--- config.mk ---
export PLATFORM = sky130hd
export DESIGN_NAME = line_sensor_tracker_unit
export DESIGN_NICKNAME = d
export VERILOG_FILES = /design/src/rtl/lst_pkg.sv /design/src/rtl/line_sensor_tracker_unit.sv
export SDC_FILE = /design/constraint.sdc
export NUM_CORES = 1
export LEC_CHECK = 0
export BUFFER_PORTS_ARGS = -buffer_cell sky130_fd_sc_hd__buf_4
export CAP_MARGIN = 20
export CORE_ASPECT_RATIO = 0.8
export CORE_MARGIN = 2
export CORE_UTILIZATION = 45
export CTS_CLUSTER_SIZE = 40
export DETAILED_ROUTE_END_ITERATION = 10
export PLACE_DENSITY = 0.66
export REMOVE_ABC_BUFFERS = 1
export SLEW_MARGIN = 20
export SYNTH_ARGS = -nofsm -noshare
export SYNTH_HDL_FRONTEND = slang
export SYNTH_SLANG_ARGS = --single-unit
export TNS_END_PERCENT = 100
--- constraint.sdc ---
create_clock -name clock -period 5.23 [get_ports clock]
set_input_delay 0.523 -clock clock [delete_from_list [all_inputs] [get_ports clock]]
set_output_delay 0.523 -clock clock [all_outputs]
set_load 0.05 [all_outputs]
--- src/rtl/lst_pkg.sv ---
`default_nettype none

package lst_pkg;

   // Number of sensors on the bar; only the low bits of the 16-bit bar exist.
   localparam int SENSOR_COUNT = 16;
   localparam int BAR_BITS     = (SENSOR_COUNT >= 16) ? 16 : SENSOR_COUNT;

   // The bar is scanned two bits per cycle.
   localparam int SCAN_STEPS = (BAR_BITS + 1) / 2;
   localparam int SCAN_BITS  = 2 * SCAN_STEPS;
   localparam int STEP_W     = (SCAN_STEPS > 1) ? $clog2(SCAN_STEPS) : 1;

   // Weighted sum and population count of the tracked bar.
   localparam int NOM_W = $clog2(SCAN_BITS * (SCAN_BITS + 1) / 2 + 1);
   localparam int DEN_W = $clog2(BAR_BITS + 1);

   // Half-range divisor, taken as one when the bar has two sensors or fewer.
   localparam int HALF   = (SENSOR_COUNT > 2) ? SENSOR_COUNT - 2 : 1;
   localparam int DIV_W  = $clog2(HALF * BAR_BITS + 1);
   localparam int REM_W  = DIV_W + 1;
   localparam int DIFF_W = $clog2((SENSOR_COUNT + 1) * BAR_BITS + 1) + 1;

   // Quotient: one integer bit and the Q1.14 fraction.
   localparam int FRAC_BITS = 14;
   localparam int QUO_W     = FRAC_BITS + 1;
   localparam int QCNT_W    = $clog2(QUO_W);

   // Tracking status codes.
   localparam logic [1:0] STATUS_LOST   = 2'd0;
   localparam logic [1:0] STATUS_NORMAL = 2'd1;
   localparam logic [1:0] STATUS_LEFT   = 2'd2;
   localparam logic [1:0] STATUS_RIGHT  = 2'd3;

   // Marker byte value.
   localparam logic [7:0] MARKER_BYTE = 8'hFF;

   typedef enum logic [2:0] {
      ST_IDLE,
      ST_SCAN,
      ST_PREP,
      ST_DIVIDE,
      ST_FINISH
   } lst_state_type;

endpackage

`default_nettype wire

--- src/rtl/line_sensor_tracker_unit.sv ---
// Channel   Ports                        Direction  Moves
// req       req_valid / req_ready        in         one status packet and drive command
// rsp       rsp_valid / rsp_ready        out        one reply and tracking result
//
// Each packet runs through these steps after its transfer: the scan reads the bar
// two bits at a time, the prep step forms the centroid terms, the restoring divider
// makes one quotient bit each step, and the finish step loads the output register once it is free.
// The next packet is taken only once the block is back in idle.
// Reset clears the tracked bar, the lost flag and the handshake state. A stalled
// result waits in the output register while the next packet is worked on.
`default_nettype none

module line_sensor_tracker_unit import lst_pkg::*; (
   input  wire                clock,
   input  wire                reset,

   input  wire                req_valid,
   output logic               req_ready,
   input  wire  [7:0]         req_rx_sync,
   input  wire  [7:0]         req_error_code,
   input  wire  signed [15:0] req_measured_left,
   input  wire  signed [15:0] req_measured_right,
   input  wire  [7:0]         req_sensor_high,
   input  wire  [7:0]         req_sensor_low,
   input  wire  signed [15:0] req_command_left,
   input  wire  signed [15:0] req_command_right,
   input  wire  [7:0]         req_command_accel,

   output logic               rsp_valid,
   input  wire                rsp_ready,
   output logic [7:0]         rsp_reply_sync,
   output logic signed [15:0] rsp_reply_left,
   output logic signed [15:0] rsp_reply_right,
   output logic [7:0]         rsp_reply_accel,
   output logic [7:0]         rsp_error_out,
   output logic signed [15:0] rsp_speed_left,
   output logic signed [15:0] rsp_speed_right,
   output logic [15:0]        rsp_tracked_bar,
   output logic signed [15:0] rsp_direction,
   output logic [1:0]         rsp_track_status,
   output logic               rsp_line_lost
);

   // Control state.
   lst_state_type             state_ff, state_in;
   logic [BAR_BITS-1:0]       prev_bar_ff, prev_bar_in;
   logic                      lost_ff, lost_in;
   logic                      rsp_valid_ff, rsp_valid_in;
   logic [STEP_W-1:0]         step_ff, step_in;
   logic [QCNT_W-1:0]         qcnt_ff, qcnt_in;

   // Working registers.
   logic [SCAN_BITS-1:0]      bar_sh_ff, bar_sh_in;
   logic [NOM_W-1:0]          weight_ff, weight_in;
   logic [NOM_W-1:0]          nom_ff, nom_in;
   logic [DEN_W-1:0]          den_ff, den_in;
   logic [REM_W-1:0]          rem_ff, rem_in;
   logic [DIV_W-1:0]          div_ff, div_in;
   logic [QUO_W-1:0]          quo_ff, quo_in;
   logic                      neg_ff, neg_in;
   logic [1:0]                status_ff, status_in;

   // Packet fields held from the input transfer.
   logic [7:0]                sync_ff;
   logic [7:0]                err_ff;
   logic signed [15:0]        meas_l_ff, meas_r_ff;
   logic signed [15:0]        cmd_l_ff, cmd_r_ff;
   logic [7:0]                accel_ff;
   logic                      mark_l_ff, mark_r_ff;
   logic [BAR_BITS-1:0]       bar_ff;

   // Output register.
   logic [7:0]                out_sync_ff;
   logic signed [15:0]        out_cmd_l_ff, out_cmd_r_ff;
   logic [7:0]                out_accel_ff;
   logic [7:0]                out_err_ff;
   logic signed [15:0]        out_meas_l_ff, out_meas_r_ff;
   logic [15:0]               out_bar_ff;
   logic signed [15:0]        out_dir_ff;
   logic [1:0]                out_status_ff;
   logic                      out_lost_ff;

   // Combinational helpers.
   logic                      req_xfer;
   logic                      out_load;
   logic [15:0]               raw_word;
   logic [BAR_BITS-1:0]       raw_bar;
   logic [BAR_BITS-1:0]       dilated;
   logic [BAR_BITS-1:0]       new_bar;
   logic [DIFF_W-1:0]         two_nom;
   logic [DIFF_W-1:0]         scaled_den;
   logic                      rem_ge;
   logic [REM_W-1:0]          rem_sub;
   logic [15:0]               dir_mag;
   logic signed [15:0]        dir_value;

   assign req_ready = (state_ff == ST_IDLE);
   assign req_xfer  = req_valid && req_ready;

   // Mask the raw bar by the dilated previous bar, unless that bar was empty.
   always_comb begin
      raw_word = {req_sensor_high, req_sensor_low};
      raw_bar  = raw_word[BAR_BITS-1:0];
      dilated  = (prev_bar_ff << 1) | prev_bar_ff | (prev_bar_ff >> 1);
      new_bar  = (prev_bar_ff == '0) ? raw_bar : (raw_bar & dilated);
   end

   // Centroid numerator terms and one restoring divide step.
   always_comb begin
      two_nom    = DIFF_W'({nom_ff, 1'b0});
      scaled_den = DIFF_W'(den_ff) * DIFF_W'(SENSOR_COUNT + 1);
      rem_ge     = (rem_ff >= {1'b0, div_ff});
      rem_sub    = rem_ge ? (rem_ff - {1'b0, div_ff}) : rem_ff;
   end

   // Signed direction; an empty bar gives zero.
   always_comb begin
      dir_mag = 16'(quo_ff);
      if (den_ff == '0) begin
         dir_value = '0;
      end else if (neg_ff) begin
         dir_value = signed'(16'(-dir_mag));
      end else begin
         dir_value = signed'(dir_mag);
      end
   end

   // State register and control.
   always_ff @(posedge clock) begin
      if (reset) begin
         state_ff     <= ST_IDLE;
         prev_bar_ff  <= '0;
         lost_ff      <= 1'b0;
         rsp_valid_ff <= 1'b0;
         step_ff      <= '0;
         qcnt_ff      <= '0;
      end else begin
         state_ff     <= state_in;
         prev_bar_ff  <= prev_bar_in;
         lost_ff      <= lost_in;
         rsp_valid_ff <= rsp_valid_in;
         step_ff      <= step_in;
         qcnt_ff      <= qcnt_in;
      end
   end

   // Next state and datapath control.
   always_comb begin
      state_in     = state_ff;
      prev_bar_in  = prev_bar_ff;
      lost_in      = lost_ff;
      step_in      = step_ff;
      qcnt_in      = qcnt_ff;
      bar_sh_in    = bar_sh_ff;
      weight_in    = weight_ff;
      nom_in       = nom_ff;
      den_in       = den_ff;
      rem_in       = rem_ff;
      div_in       = div_ff;
      quo_in       = quo_ff;
      neg_in       = neg_ff;
      status_in    = status_ff;
      out_load     = 1'b0;
      rsp_valid_in = rsp_valid_ff && !rsp_ready;

      unique case (state_ff)
         ST_IDLE: begin
            if (req_xfer) begin
               prev_bar_in = new_bar;
               bar_sh_in   = SCAN_BITS'(new_bar);
               weight_in   = NOM_W'(1);
               nom_in      = '0;
               den_in      = '0;
               step_in     = '0;
               state_in    = ST_SCAN;
            end
         end

         // Two bar bits per cycle into the weighted sum and the count.
         ST_SCAN: begin
            nom_in    = nom_ff
                      + (bar_sh_ff[0] ? weight_ff : '0)
                      + (bar_sh_ff[1] ? NOM_W'(weight_ff + NOM_W'(1)) : '0);
            den_in    = den_ff + DEN_W'(bar_sh_ff[0]) + DEN_W'(bar_sh_ff[1]);
            bar_sh_in = bar_sh_ff >> 2;
            weight_in = NOM_W'(weight_ff + NOM_W'(2));
            step_in   = STEP_W'(step_ff + STEP_W'(1));
            if (step_ff == STEP_W'(SCAN_STEPS - 1)) begin
               state_in = ST_PREP;
            end
         end

         // Numerator magnitude, sign, divisor and status.
         ST_PREP: begin
            neg_in  = (scaled_den > two_nom);
            rem_in  = neg_in ? REM_W'(scaled_den - two_nom) : REM_W'(two_nom - scaled_den);
            div_in  = DIV_W'(den_ff) * DIV_W'(HALF);
            quo_in  = '0;
            qcnt_in = '0;
            status_in = STATUS_NORMAL;
            if (mark_l_ff) begin
               status_in = STATUS_LEFT;
            end
            if (mark_r_ff) begin
               status_in = STATUS_RIGHT;
            end
            if (den_ff < DEN_W'(2)) begin
               status_in = STATUS_LOST;
               lost_in   = 1'b1;
            end
            state_in = ST_DIVIDE;
         end

         // One quotient bit per cycle, integer bit first.
         ST_DIVIDE: begin
            quo_in  = {quo_ff[QUO_W-2:0], rem_ge};
            rem_in  = {rem_sub[REM_W-2:0], 1'b0};
            qcnt_in = QCNT_W'(qcnt_ff + QCNT_W'(1));
            if (qcnt_ff == QCNT_W'(QUO_W - 1)) begin
               state_in = ST_FINISH;
            end
         end

         // Load the output register once it is free.
         ST_FINISH: begin
            if (!rsp_valid_ff || rsp_ready) begin
               out_load     = 1'b1;
               rsp_valid_in = 1'b1;
               state_in     = ST_IDLE;
            end
         end

         default: begin
            state_in = ST_IDLE;
         end
      endcase
   end

   // Working and held packet registers.
   always_ff @(posedge clock) begin
      bar_sh_ff <= bar_sh_in;
      weight_ff <= weight_in;
      nom_ff    <= nom_in;
      den_ff    <= den_in;
      rem_ff    <= rem_in;
      div_ff    <= div_in;
      quo_ff    <= quo_in;
      neg_ff    <= neg_in;
      status_ff <= status_in;
      if (req_xfer) begin
         sync_ff   <= req_rx_sync;
         err_ff    <= req_error_code;
         meas_l_ff <= req_measured_left;
         meas_r_ff <= req_measured_right;
         cmd_l_ff  <= req_command_left;
         cmd_r_ff  <= req_command_right;
         accel_ff  <= req_command_accel;
         mark_l_ff <= (req_sensor_high == MARKER_BYTE);
         mark_r_ff <= (req_sensor_low == MARKER_BYTE);
         bar_ff    <= new_bar;
      end
   end

   // Output register.
   always_ff @(posedge clock) begin
      if (out_load) begin
         out_sync_ff   <= 8'(sync_ff + 8'd1);
         out_cmd_l_ff  <= cmd_l_ff;
         out_cmd_r_ff  <= cmd_r_ff;
         out_accel_ff  <= accel_ff;
         out_err_ff    <= err_ff;
         out_meas_l_ff <= meas_l_ff;
         out_meas_r_ff <= meas_r_ff;
         out_bar_ff    <= 16'(bar_ff);
         out_dir_ff    <= dir_value;
         out_status_ff <= status_ff;
         out_lost_ff   <= lost_ff;
      end
   end

   assign rsp_valid        = rsp_valid_ff;
   assign rsp_reply_sync   = out_sync_ff;
   assign rsp_reply_left   = out_cmd_l_ff;
   assign rsp_reply_right  = out_cmd_r_ff;
   assign rsp_reply_accel  = out_accel_ff;
   assign rsp_error_out    = out_err_ff;
   assign rsp_speed_left   = out_meas_l_ff;
   assign rsp_speed_right  = out_meas_r_ff;
   assign rsp_tracked_bar  = out_bar_ff;
   assign rsp_direction    = out_dir_ff;
   assign rsp_track_status = out_status_ff;
   assign rsp_line_lost    = out_lost_ff;

endmodule

`default_nettype wire

* Word-level counts from Yosys, hierarchy flattened
Index checks and enable logic that the tools add are counted.
Operators by class: $add $sub $neg 13, $mul 2, order comparisons 3, equal/unequal tests 12, multiplexer cells 30, bitwise gates (word level) 4, reductions and logical operators 15
Operators with widths (number):
- two-way mux 8 bit | 5
- two-way mux 16 bit | 2
- one-hot mux 16 bit (2 select lines) | 1
- one-hot mux 8 bit (2 select lines) | 2
- one-hot mux 15 bit (2 select lines) | 1
- one-hot mux 9 bit (2 select lines) | 1
- subtractor 9 bit | 2
- adder 8 x 1 -> 8 bit (second input constant) | 2
- adder 8 bit | 2
- bitwise AND 16 bit | 1
- == test 8 bit (second input constant) | 2
- zero test 16 bit | 1
- negator 15 -> 16 bit | 1
- bitwise OR 16 x 15 -> 16 bit | 1
- bitwise OR 16 bit | 1
- two-way mux 15 bit | 1
- two-way mux 3 bit | 5
- one-hot mux 3 bit (5 select lines) | 1
- adder 5 x 1 -> 5 bit | 2
- greater-than comparator 10 x 9 -> 1 bit | 1
- multiplier 5 x 5 -> 10 bit (second input constant) | 1
- one-hot mux 5 bit (2 select lines) | 1
- greater-or-equal comparator 9 x 8 -> 1 bit | 1
- two-way mux 9 bit | 1
- other kinds (27) | 40
Word-level totals: flip-flop bits (word level) 328, input bits 108, output and inout port bits 125, logic and storage cells 116

* Logic depth before layout (Yosys ltp)
Gate-level depths: netlist (run 1).
depth in word-level cells 6, depth in mapped cells 13

* Least setup slack after synthesis (run 1)
No wires, ideal clock.
path kind input to register, start point in rsp_ready, end point reg out_dir_ff[0], in the netlist rsp_direction[0] (enable), setup time 0.497 ns, arrival time 3.546 ns, required time 4.733 ns, slack 1.186 ns, stages 2, path buffers 0, cell sequence nand2b_1 > and3_1
Between the ends: cells in the longest elaborated chain, start to end 3
Ends and longest elaborated chain:
- start, declared | line line_sensor_tracker_unit.sv:30 | input wire rsp_ready,
- logical OR 1 bit | line line_sensor_tracker_unit.sv:226 | if (!rsp_valid_ff || rsp_ready) begin
- two-way mux 1 bit | line line_sensor_tracker_unit.sv:226
- two-way mux 1 bit | line line_sensor_tracker_unit.sv:166 | unique case (state_ff)
- via out_load | line line_sensor_tracker_unit.sv:85 | logic out_load;
- end signal, assigned | line line_sensor_tracker_unit.sv:275 | out_dir_ff <= dir_value;
- end, declared | line line_sensor_tracker_unit.sv:79 | logic signed [15:0] out_dir_ff;
The timed path passes the listed nets, and every way through them passes these cells. A chain may end at the register's enable or synchronous reset.

* Final worst setup path (run 1)
start point reg den_ff[0], end point reg rem_ff[3] (data pin)
Between the ends: cells in the longest elaborated chain, start to end 4, elaborated cells between the ends (all ways) 6, classes of those cells 2 x add/sub; 1 x mul; 1 x order compare; 2 x mux
Ends and longest elaborated chain:
- start, declared | line line_sensor_tracker_unit.sv:56 | logic [DEN_W-1:0] den_ff, den_in;
- start signal, assigned | line line_sensor_tracker_unit.sv:244 | den_ff <= den_in;
- multiplier 5 x 5 -> 10 bit (*) | line line_sensor_tracker_unit.sv:111 | scaled_den = DIFF_W'(den_ff) * DIFF_W'(SENSOR_COUNT + 1);
- subtractor 9 bit or greater-than comparator 10 x 9 -> 1 bit (tied branches) | line line_sensor_tracker_unit.sv:196, line_sensor_tracker_unit.sv:195
- two-way mux 9 bit (*) | line line_sensor_tracker_unit.sv:196 | rem_in = neg_in ? REM_W'(scaled_den - two_nom) : REM_W'(two_nom - scaled_den);
- one-hot mux 9 bit (2 select lines) (*) | line line_sensor_tracker_unit.sv:166
- via rem_in[3] | line line_sensor_tracker_unit.sv:57 | logic [REM_W-1:0] rem_ff, rem_in;
- end signal, assigned | line line_sensor_tracker_unit.sv:245 | rem_ff <= rem_in;
- end, declared | line line_sensor_tracker_unit.sv:57
The timed path passes the listed nets; every way through them passes the cells marked *.

==> results.ini, run 1 <==
[synthesis]
synth_top_area_share=0.665
syn_avg_cell_area_um2=14.9
ys_seq_area_frac=0.706
synthArstFlopShare=0
syn-cell-area_um2=13500
synth_edf_count=299
yosys-top-cells-area=edfxtp_1 66%, ha_1 5.0%, dfxtp_1 4.1%, fa_1 2.4%, nor2_1 2.1%
yosysWarningCount=0
yosysUniqueCellTypes=63
synth-seq-cells=327
synth_top_area_cell=edfxtp_1
yosys_most_used_dff=edfxtp_1
synthCells=904

[timing]
rsz0062_at_grt=no
fin_setup_tns_ns=0
period_minus_slack_ns=3.80
clock_skew_ns=0.0123
worst_pin_slew_ns=0.954
max_slew_margin=0.362
period_share=0.726
finalSetupViolations=0
maxSlewViolCount=0
max_freq_mhz=263
hold_viol_final=0

[layout]
fin_area_um2=16800
syn_to_final_growth_pct=24.4
diodes=0
fin_nets=1336
drive_above_1_share=0.285

[global_route]
grt_pass1_vias=7751
grt_overflow=0
grt_max_degree=66
grt_use_total=0.172
grt_pass1_wl_mm=42.4
antenna_found_initial=0

[clock_network]
cts.path.max_buffers=3
htreeDepth=2
cts_tree=done
cts.sinks=327
holdBufCountCts=0
clock-root-buffer=clkbuf_16
cts_resized=0
numCtsBuffers=34
clk_pin_slew_worst_paths_ns=0.06
post_cts_buffers=0
clk_latency_ns=0.52

[floorplan]
die_width_um=198
io_pins=233
die_area_um2=31400
coreArea_um2=29400
start_util=0.459
die_y_um=159
rows=56

[setup_path]
criticalPathCategory=reg -> reg
endpoint_kind=flip-flop
arrival_ns=4.05
critPathTopFamily=adder cells
critPathMaxFanout=10
worstPathRequired_ns=5.48
critPathLaunchType=flip-flop
crit_buf_inv=0
cp_slowest_cell=edfxtp_1
slowest_delay_ns=0.51
crit_chain=ha_1, ha_1, ha_1, xor2_1, ha_1, a21o_1, a221oi_2, nor4b_2, or2_1, mux2i_1, xnor2_1, a21oi_1
crit_path_frequent_cell=ha_1

[drt]
wirelength_mm=27.0
drcViolationCount=0
firstDrtPassIters=5
via_count=7826
ant_nets=0
dr.first_iter.drc_count=486
wl_per_cell_um=17.3
via_per_inst=5.01

[pwr]
power.density_nw_per_um2=477
ir_worst_vdd_uv=296
leakage_uw=0.00660

[hold_path]
min_path_type=in -> reg

[placed_design]
io_buffers=232
placed_area_um2=15700
dp_hpwl_mm=18.8
gp_congestion=0.805

[status]
status=complete, no violations

[run]
drv_cap=0

[synth_stat cells, drive strengths merged (2+ instances only)]
| master | count |
|---|---|
| fa | 16 |
| nand3 | 17 |
| nor2b | 6 |
| nand4 | 5 |
| o21a | 2 |
| o31ai | 3 |
| o21ai | 14 |
| a21o | 10 |
| o211ai | 2 |
| dfxtp | 28 |
| xor2 | 25 |
| and2 | 18 |
| a21oi | 50 |
| nand2b | 8 |
| ha | 54 |
| or3 | 7 |
| o22ai | 2 |
| edfxtp | 299 |
| nand3b | 2 |
| a21boi | 2 |
| buf | 3 |
| inv | 49 |
| o41a | 9 |
| xnor2 | 24 |
| nor3b | 3 |
| mux2 | 12 |
| nor4 | 3 |
| mux2i | 7 |
| and3 | 16 |
| clkbuf | 19 |
| o21bai | 2 |
| a2111oi | 2 |
| nor2 | 76 |
| clkinv | 2 |
| nor3 | 13 |
| a211oi | 5 |
| o31a | 6 |
| nand2 | 68 |
| or2 | 4 |
[routing by layer]
metal	GRT usage	share of wire
met1	0.239	0.46
met4	0.0571	0.026
met5	0	0
met3	0.0341	0.049
met2	0.274	0.47
[cell usage in the layout, fill, tap and decap left out, types with 7 or more instances in the layout]
| master | instances |
|---|---|
| clkbuf_16 | 35 |
| inv_1 | 49 |
| o41a_2 | 9 |
| nor3_1 | 12 |
| ha_1 | 54 |
| and3_1 | 15 |
| a21oi_1 | 41 |
| mux2_2 | 12 |
| xor2_1 | 25 |
| nand2b_1 | 8 |
| o21ai_0 | 13 |
| mux2i_1 | 7 |
| nand3_1 | 16 |
| clkbuf_1 | 13 |
| xnor2_1 | 24 |
| nand2_1 | 67 |
| dfxtp_1 | 28 |
| a21o_1 | 10 |
| nor2_1 | 76 |
| edfxtp_1 | 299 |
| and2_1 | 18 |
| buf_4 | 239 |
| a21oi_2 | 9 |
| fa_1 | 16 |
[final timing paths]
path	start	to	slack (ns)	cells past startpoint
max	den_ff[0]	rem_ff[3]	1.43	12
min	req_measured_right[0]	meas_r_ff[0]	0.18	1
max reg2reg	den_ff[0]	rem_ff[3]	1.43	12
min reg2reg	err_ff[7]	rsp_error_out[7]	0.41	0
[layout make-up]
cell class | count | area [um^2]
Multi-Input combinational cell | 504 | 3690
Clock inverter | 12 | 140
Tap cell | 377 | 472
Fill cell | 2379 | 12600
Clock buffer | 50 | 952
Sequential cell | 327 | 9540
Inverter | 51 | 194
Timing Repair Buffer | 240 | 1810
[cells by family (layout without fill, tap and decap cells)]
family	count (synthesis)	after routing	synth area share
AND/OR/NAND/NOR	250	250	0.0900
AO/OA/AOI/OAI	116	116	0.0618
flip-flops	327	327	0.706
multiplexers	19	19	0.0152
XOR/XNOR	49	49	0.0318
adder cells (fa/ha/maj)	70	70	0.0737
buffers and inverters	73	353	0.0215
[power breakdown]
| part | total, uW | switching (uW) | internal, uW |
|---|---|---|---|
| clock network | 2340 | 968 | 1380 |
| logic | 2100 | 1130 | 965 |
| registers | 3570 | 215 | 3360 |
| total | 8010 | 2320 | 5700 |
[metrics by stage]
step | util | power (uW) | setup slack, ns | cells | hold WS [ns]
final | 0.571 | 8010 | 1.43 | 1561 | 0.179
after global routing | 0.571 | 8490 | 1.10 | 1561 | 0.152
after CTS | 0.571 | 8080 | 1.40 | 1561 | 0.156
after detailed placement | 0.534 | 5710 | 1.42 | 1499 | 0.405
after global placement | 0.534 | 5660 | 1.56 | 1499 | 0.400
after floorplan | - | 5150 | 0.359 | 882 | 0.400
No activity file was read; power rests on OpenSTA's default activity.
==> run 2, diff against run 1 <==
- clock period: 5.23 -> 3.94 ns (I/O delays scaled with it)
==> run 2 against run 1 <==
Effect of this change:
- worst hold slack worse by 0.13 ns
- combinational power up 34%
- cell count is essentially flat
- global-route usage fell by 0.28 points
- clock skew up 0.0048 ns
- sequential cell count is the same
- total power rose by 32%
- via count fell by 0.45%
==> results.ini, run 2 (synthesis gave the netlist of run 1 again) <==
[status]
status=complete, no violations

[hold_path]
min_path_type=in -> reg
min_path_cells=1  ; unchanged
min-delay-start=req_command_right[11]
hold_path_end=cmd_r_ff[11]

[timing]
hold_viol_final=0  ; unchanged
period_share=0.913  ; +0.187
fin_setup_tns_ns=0  ; unchanged
max_slew_margin=0.346  ; -0.0154
worst_pin_slew_ns=0.978  ; +0.0242 ns
fin_ws_ns=0.343  ; -1.09 ns
finalSetupViolations=0  ; unchanged
maxSlewViolCount=0  ; unchanged
rsz0062_at_grt=no
clock_skew_ns=0.0172  ; +0.00484 ns
period_minus_slack_ns=3.60  ; -0.201 ns
max_freq_mhz=278  ; +5.6%

[layout]
final_cells=1562  ; +0.064%
final_common_cell=edfxtp_1
seq_area_um2=9540  ; unchanged
fin_nets=1338  ; +0.15%
final_cell_mix=299 x edfxtp_1, 239 x buf_4, 76 x nor2_1
drive_above_1_share=0.286  ; +0.00145
syn_to_final_growth_pct=24.5
diodes=0  ; unchanged
multi_input_area_um2=3690  ; unchanged
fillers=2368  ; -0.46%
final_util=0.572  ; +0.000638

[global_route]
grt_use_total=0.169  ; -0.00277
use_met3=0.0333  ; -0.000847
gr-max-usage-layer=met2
grt_overflow=0  ; unchanged
grt_max_degree=123  ; +86%
use_met1=0.238  ; -0.00122
antenna_found_initial=0  ; unchanged
grt_pass1_wl_mm=41.4  ; -2.5%
grtUsageMet2=0.265  ; -0.00896
grt_pass1_vias=7422  ; -4.2%

[clock_network]
holdBufCountCts=0  ; unchanged
clk_pin_slew_worst_paths_ns=0.06  ; about the same
cts.sinks=327  ; unchanged
cts.path.max_buffers=3  ; unchanged
cts_tree=done
clock-root-buffer=clkbuf_16
numCtsBuffers=34  ; unchanged
htreeDepth=2  ; unchanged
cts_resized=0  ; unchanged
clk_latency_ns=0.52  ; about the same
post_cts_buffers=0  ; unchanged

[floorplan]
start_util=0.459  ; unchanged
coreArea_um2=29400  ; unchanged
rows=56  ; unchanged
io_pins=233  ; unchanged
die_area_um2=31400  ; unchanged
die_width_um=198  ; unchanged
die_y_um=159  ; unchanged

[drt]
via_count=7791  ; -0.45%
via_per_inst=4.99  ; -0.51%
drcViolationCount=0  ; unchanged
dr.first_iter.drc_count=420  ; -14%
ant_nets=0  ; unchanged
firstDrtPassIters=5  ; unchanged
wirelength_mm=26.5  ; -1.9%
wl_per_cell_um=16.9  ; -1.9%

[setup_path]
critPathLaunchType=flip-flop
critPathMaxFanout=10  ; unchanged
reg2reg_slack_ns=0.34  ; -1.09 ns
criticalPathCategory=reg -> reg
endpoint_kind=flip-flop
worstPathRequired_ns=4.19  ; -1.29 ns
r2r_cells=12  ; unchanged
arrival_ns=3.85  ; -0.20 ns
r2r_start=den_ff[0]
worstReg2RegEnd=rem_ff[6]

[pwr]
power.density_nw_per_um2=629  ; +32%
leakage_uw=0.00662  ; +0.21%
ir_worst_vdd_uv=416  ; +41%

[placed_design]
gp_congestion=0.779  ; -3.2%
place_inst=1501  ; +0.13%
dp_slack_ns=0.357  ; -1.07 ns
dp_hpwl_mm=18.3  ; -3.0%
io_buffers=232  ; unchanged

[run]
drv_cap=0  ; unchanged

## run 2: stage by stage
| step | cell area (um^2) | hold slack (ns) | total power, uW |
|---|---|---|---|
| floorplan | 13400 | 0.400 | 6840 |
| global placement | 15800 | 0.401 | 7510 |
| detailed placement | 15800 | 0.405 | 7560 |
| CTS | 16800 | 0.0222 | 10700 |
| global route | 16800 | 0.0225 | 11200 |
| finish | 16800 | 0.0520 | 10600 |
## run 2: worst max path at each step
stage | endpoint | from | slack (ns)
after global routing | rem_ff[4] | den_ff[0] | 0.08
after global placement | rem_ff[5] | den_ff[0] | 0.45
after CTS | rem_ff[4] | den_ff[0] | 0.35
final | rem_ff[6] | den_ff[0] | 0.34
after detailed placement | rem_ff[4] | den_ff[0] | 0.36
after floorplan | accel_ff[0] | state_ff[0] | -0.93
## run 2: layer usage
| metal | up-vias | routed length (um) | share of wire |
|---|---|---|---|
| met5 | - | 0 | 0 |
| met4 | 0 | 732 | 0.028 |
| met3 | 49 | 1240 | 0.047 |
| met2 | 200 | 12500 | 0.47 |
| met1 | 3725 | 12000 | 0.45 |
| li1 | 3817 | - | - |
## run 2: cell type report
class	count	share of cell area
clock buffer	47	0.0553
clock inverter	14	0.00841
inverter	51	0.0115
multi-input combinational	504	0.219
sequential	327	0.567
tap	377	0.0280
timing repair buffer	242	0.110
## run 2: power by group
group / internal (uW) / switching, uW
registers: 4450 / 233
logic: 1290 / 1520
clock network: 1800 / 1280
total: 7540 / 3030
## run 2: critical path, stage by stage (launching register included)
cell      delay (ns)
edfxtp_1        0.38
ha_1            0.21
ha_1            0.19
ha_1            0.23
xor2_1          0.17
ha_1            0.39
a21o_1          0.24
a221oi_2        0.25
nor4b_2         0.36
or2_1           0.41
mux2i_1         0.26
xnor2_1         0.16
a21oi_1         0.09
==> run 3, diff against run 2 <==
- PLACE_DENSITY: 0.66 -> 0.69
- clock period: 3.94 -> 3.1 ns (I/O delays scaled with it)
==> run 3 against run 2 <==
Effect of this change:
- the run now ends with negative setup slack left
- via count grew 6.9%
- register-to-register slack got worse by 0.35 ns
- sequential cell count stayed put
- core utilization is 4.1 points higher
- largest power group unchanged
==> results.ini, run 3 (synthesis gave the netlist of run 1 again) <==
[pwr]
intPower_uw=9980  ; +32%
leakage_uw=0.00713  ; +7.7%
power.switching_uw=4090  ; +35%
ir_worst_vdd_uv=431  ; +3.5%
power.density_nw_per_um2=780  ; +24%
p_comb_frac=0.299  ; +0.033
pwr-share-seq=0.424  ; -0.019
power.share.clock=0.277  ; -0.014
p_sw_frac=0.291  ; +0.00430
power.total_uw=14100  ; +33%

[status]
violations=negative setup slack
status=finished, violations left

[global_route]
grt_use_total=0.178  ; +0.00847
grt_pass1_vias=8170  ; +10%
grt_max_degree=83  ; -33%
grt_pass1_wl_mm=43.9  ; +6.0%
grt_overflow=0  ; unchanged
antenna_found_initial=1  ; +1

[setup_path]
criticalPathCategory=reg -> reg
critPathMaxFanout=6  ; -4
endpoint_kind=flip-flop
critPathLaunchType=flip-flop
arrival_ns=3.48  ; -0.37 ns
worstPathRequired_ns=3.47  ; -0.72 ns

[hold_path]
min_path_type=in -> reg

[timing]
worst_pin_slew_ns=0.942  ; -0.0369 ns
period_share=1.00  ; +0.0902
maxSlewViolCount=0  ; unchanged
hold_viol_final=0  ; unchanged
clock_skew_ns=0.0118  ; -0.00539 ns
timing.hold.ws_ns=0.0881  ; +0.0362 ns
finalSetupViolations=2  ; +2
max_freq_mhz=322  ; +16%
fin_ws_ns=-0.00993  ; -0.353 ns
max_slew_margin=0.370  ; +0.0239
period_minus_slack_ns=3.11  ; -0.487 ns
rsz0062_at_grt=yes

[floorplan]
io_pins=233  ; unchanged
rows=56  ; unchanged
die_width_um=198  ; unchanged
die_y_um=159  ; unchanged
start_util=0.459  ; unchanged
coreArea_um2=29400  ; unchanged
die_area_um2=31400  ; unchanged

[clock_network]
numCtsBuffers=34  ; unchanged
clk_pin_slew_worst_paths_ns=0.06  ; about the same
cts.path.max_buffers=3  ; unchanged
cts_tree=done
htreeDepth=2  ; unchanged
cts.sinks=327  ; unchanged
clk_latency_ns=0.52  ; about the same
clock-root-buffer=clkbuf_16

[layout]
syn_to_final_growth_pct=33.5
final_common_cell=edfxtp_1
fin_nets=1451  ; +8.4%
final_util=0.613  ; +0.0412
multi_input_area_um2=3790  ; +2.6%
drive_above_1_share=0.290  ; +0.00437
final_cell_mix=299 x edfxtp_1, 260 x buf_4, 88 x dlygate4sd3_1
seq_area_um2=9540  ; unchanged
fillers=2249  ; -5.0%

[drt]
drcViolationCount=0  ; unchanged
wl_per_cell_um=16.7  ; -1.4%
via_per_inst=4.97  ; -0.41%
ant_nets=0  ; unchanged
firstDrtPassIters=5  ; unchanged
wirelength_mm=28.0  ; +5.8%
dr.first_iter.drc_count=499  ; +19%
via_count=8325  ; +6.9%

[placed_design]
io_buffers=232  ; unchanged
dp_hpwl_mm=18.7  ; +2.6%
dp_slack_ns=-0.216  ; -0.573 ns
gp_congestion=0.825  ; +5.8%

[run]
drv_cap=0  ; unchanged

[run 3: changes by cell type in the layout (fill, tap and decap cells not counted), sizes merged]
cell         previous run  this run
buf                   242       267
bufinv                  2         1
clkbuf                 47        49
clkinv                  9        11
diode                   0         1
dlygate4sd3             0        88
inv                    53        50
[run 3: final cells by class]
class / instances / area share
Antenna cell: 1 / 0.000139
Multi-Input combinational cell: 504 / 0.210
Clock buffer: 49 / 0.0537
Tap cell: 377 / 0.0262
Clock inverter: 12 / 0.00631
Sequential cell: 327 / 0.529
Inverter: 51 / 0.0108
Timing Repair Buffer: 355 / 0.164
[run 3: power groups by stage]
stage,clock [uW],combinational [uW],sequential (uW)
6_report,3900,4210,5960
5_1_grt,4180,4680,6030
4_1_cts,4000,4100,5960
3_5_place_dp,0,3820,6050
3_3_place_gp,0,3740,6030
2_1_floorplan,0,2690,6000
[run 3: timing repair]
| action | 4_1_cts | 5_1_grt |
|---|---|---|
| setup endpoints to repair | 8 | 8 |
| gates resized for setup | 15 | 6 |
| buffers inserted | 3 | 4 |
| pin swaps | 7 | 16 |
| hold endpoints to repair | 88 | 0 |
| hold buffers | 88 | 0 |
[run 3: routing by layer]
metal,routed length [um],track usage
met1,12700,0.249
met2,13100,0.282
met3,1450,0.0316
met4,731,0.0619
met5,0,0
[run 3: stage by stage]
stage / instance area (um^2) / instances / setup TNS [ns]
2_1_floorplan: 13400 / 882 / -352.60
3_3_place_gp: 15900 / 1519 / -0.592
3_5_place_dp: 15900 / 1519 / -1.13
4_1_cts: 18000 / 1671 / -0.00186
5_1_grt: 18000 / 1676 / -0.758
6_report: 18000 / 1676 / -0.0198
[run 3: worst paths after layout]
kind | from | endpoint | slack, ns | cells past startpoint
max | den_ff[4] | rem_ff[1] | -0.01 | 12
min | req_sensor_high[5] | prev_bar_ff[13] | 0.09 | 3
min reg2reg | bar_ff[13] | rsp_tracked_bar[13] | 0.42 | 0
max reg2reg | den_ff[4] | rem_ff[1] | -0.01 | 12
[run 3: critical path, stage by stage (launching register included)]
cell	delay, ns
edfxtp_1	0.39
ha_2	0.22
ha_4	0.16
ha_4	0.16
xor2_2	0.15
ha_1	0.31
a21o_1	0.20
a221oi_2	0.26
nor4b_4	0.28
or2_4	0.23
buf_4	0.13
mux2_2	0.34
a21oi_2	0.13
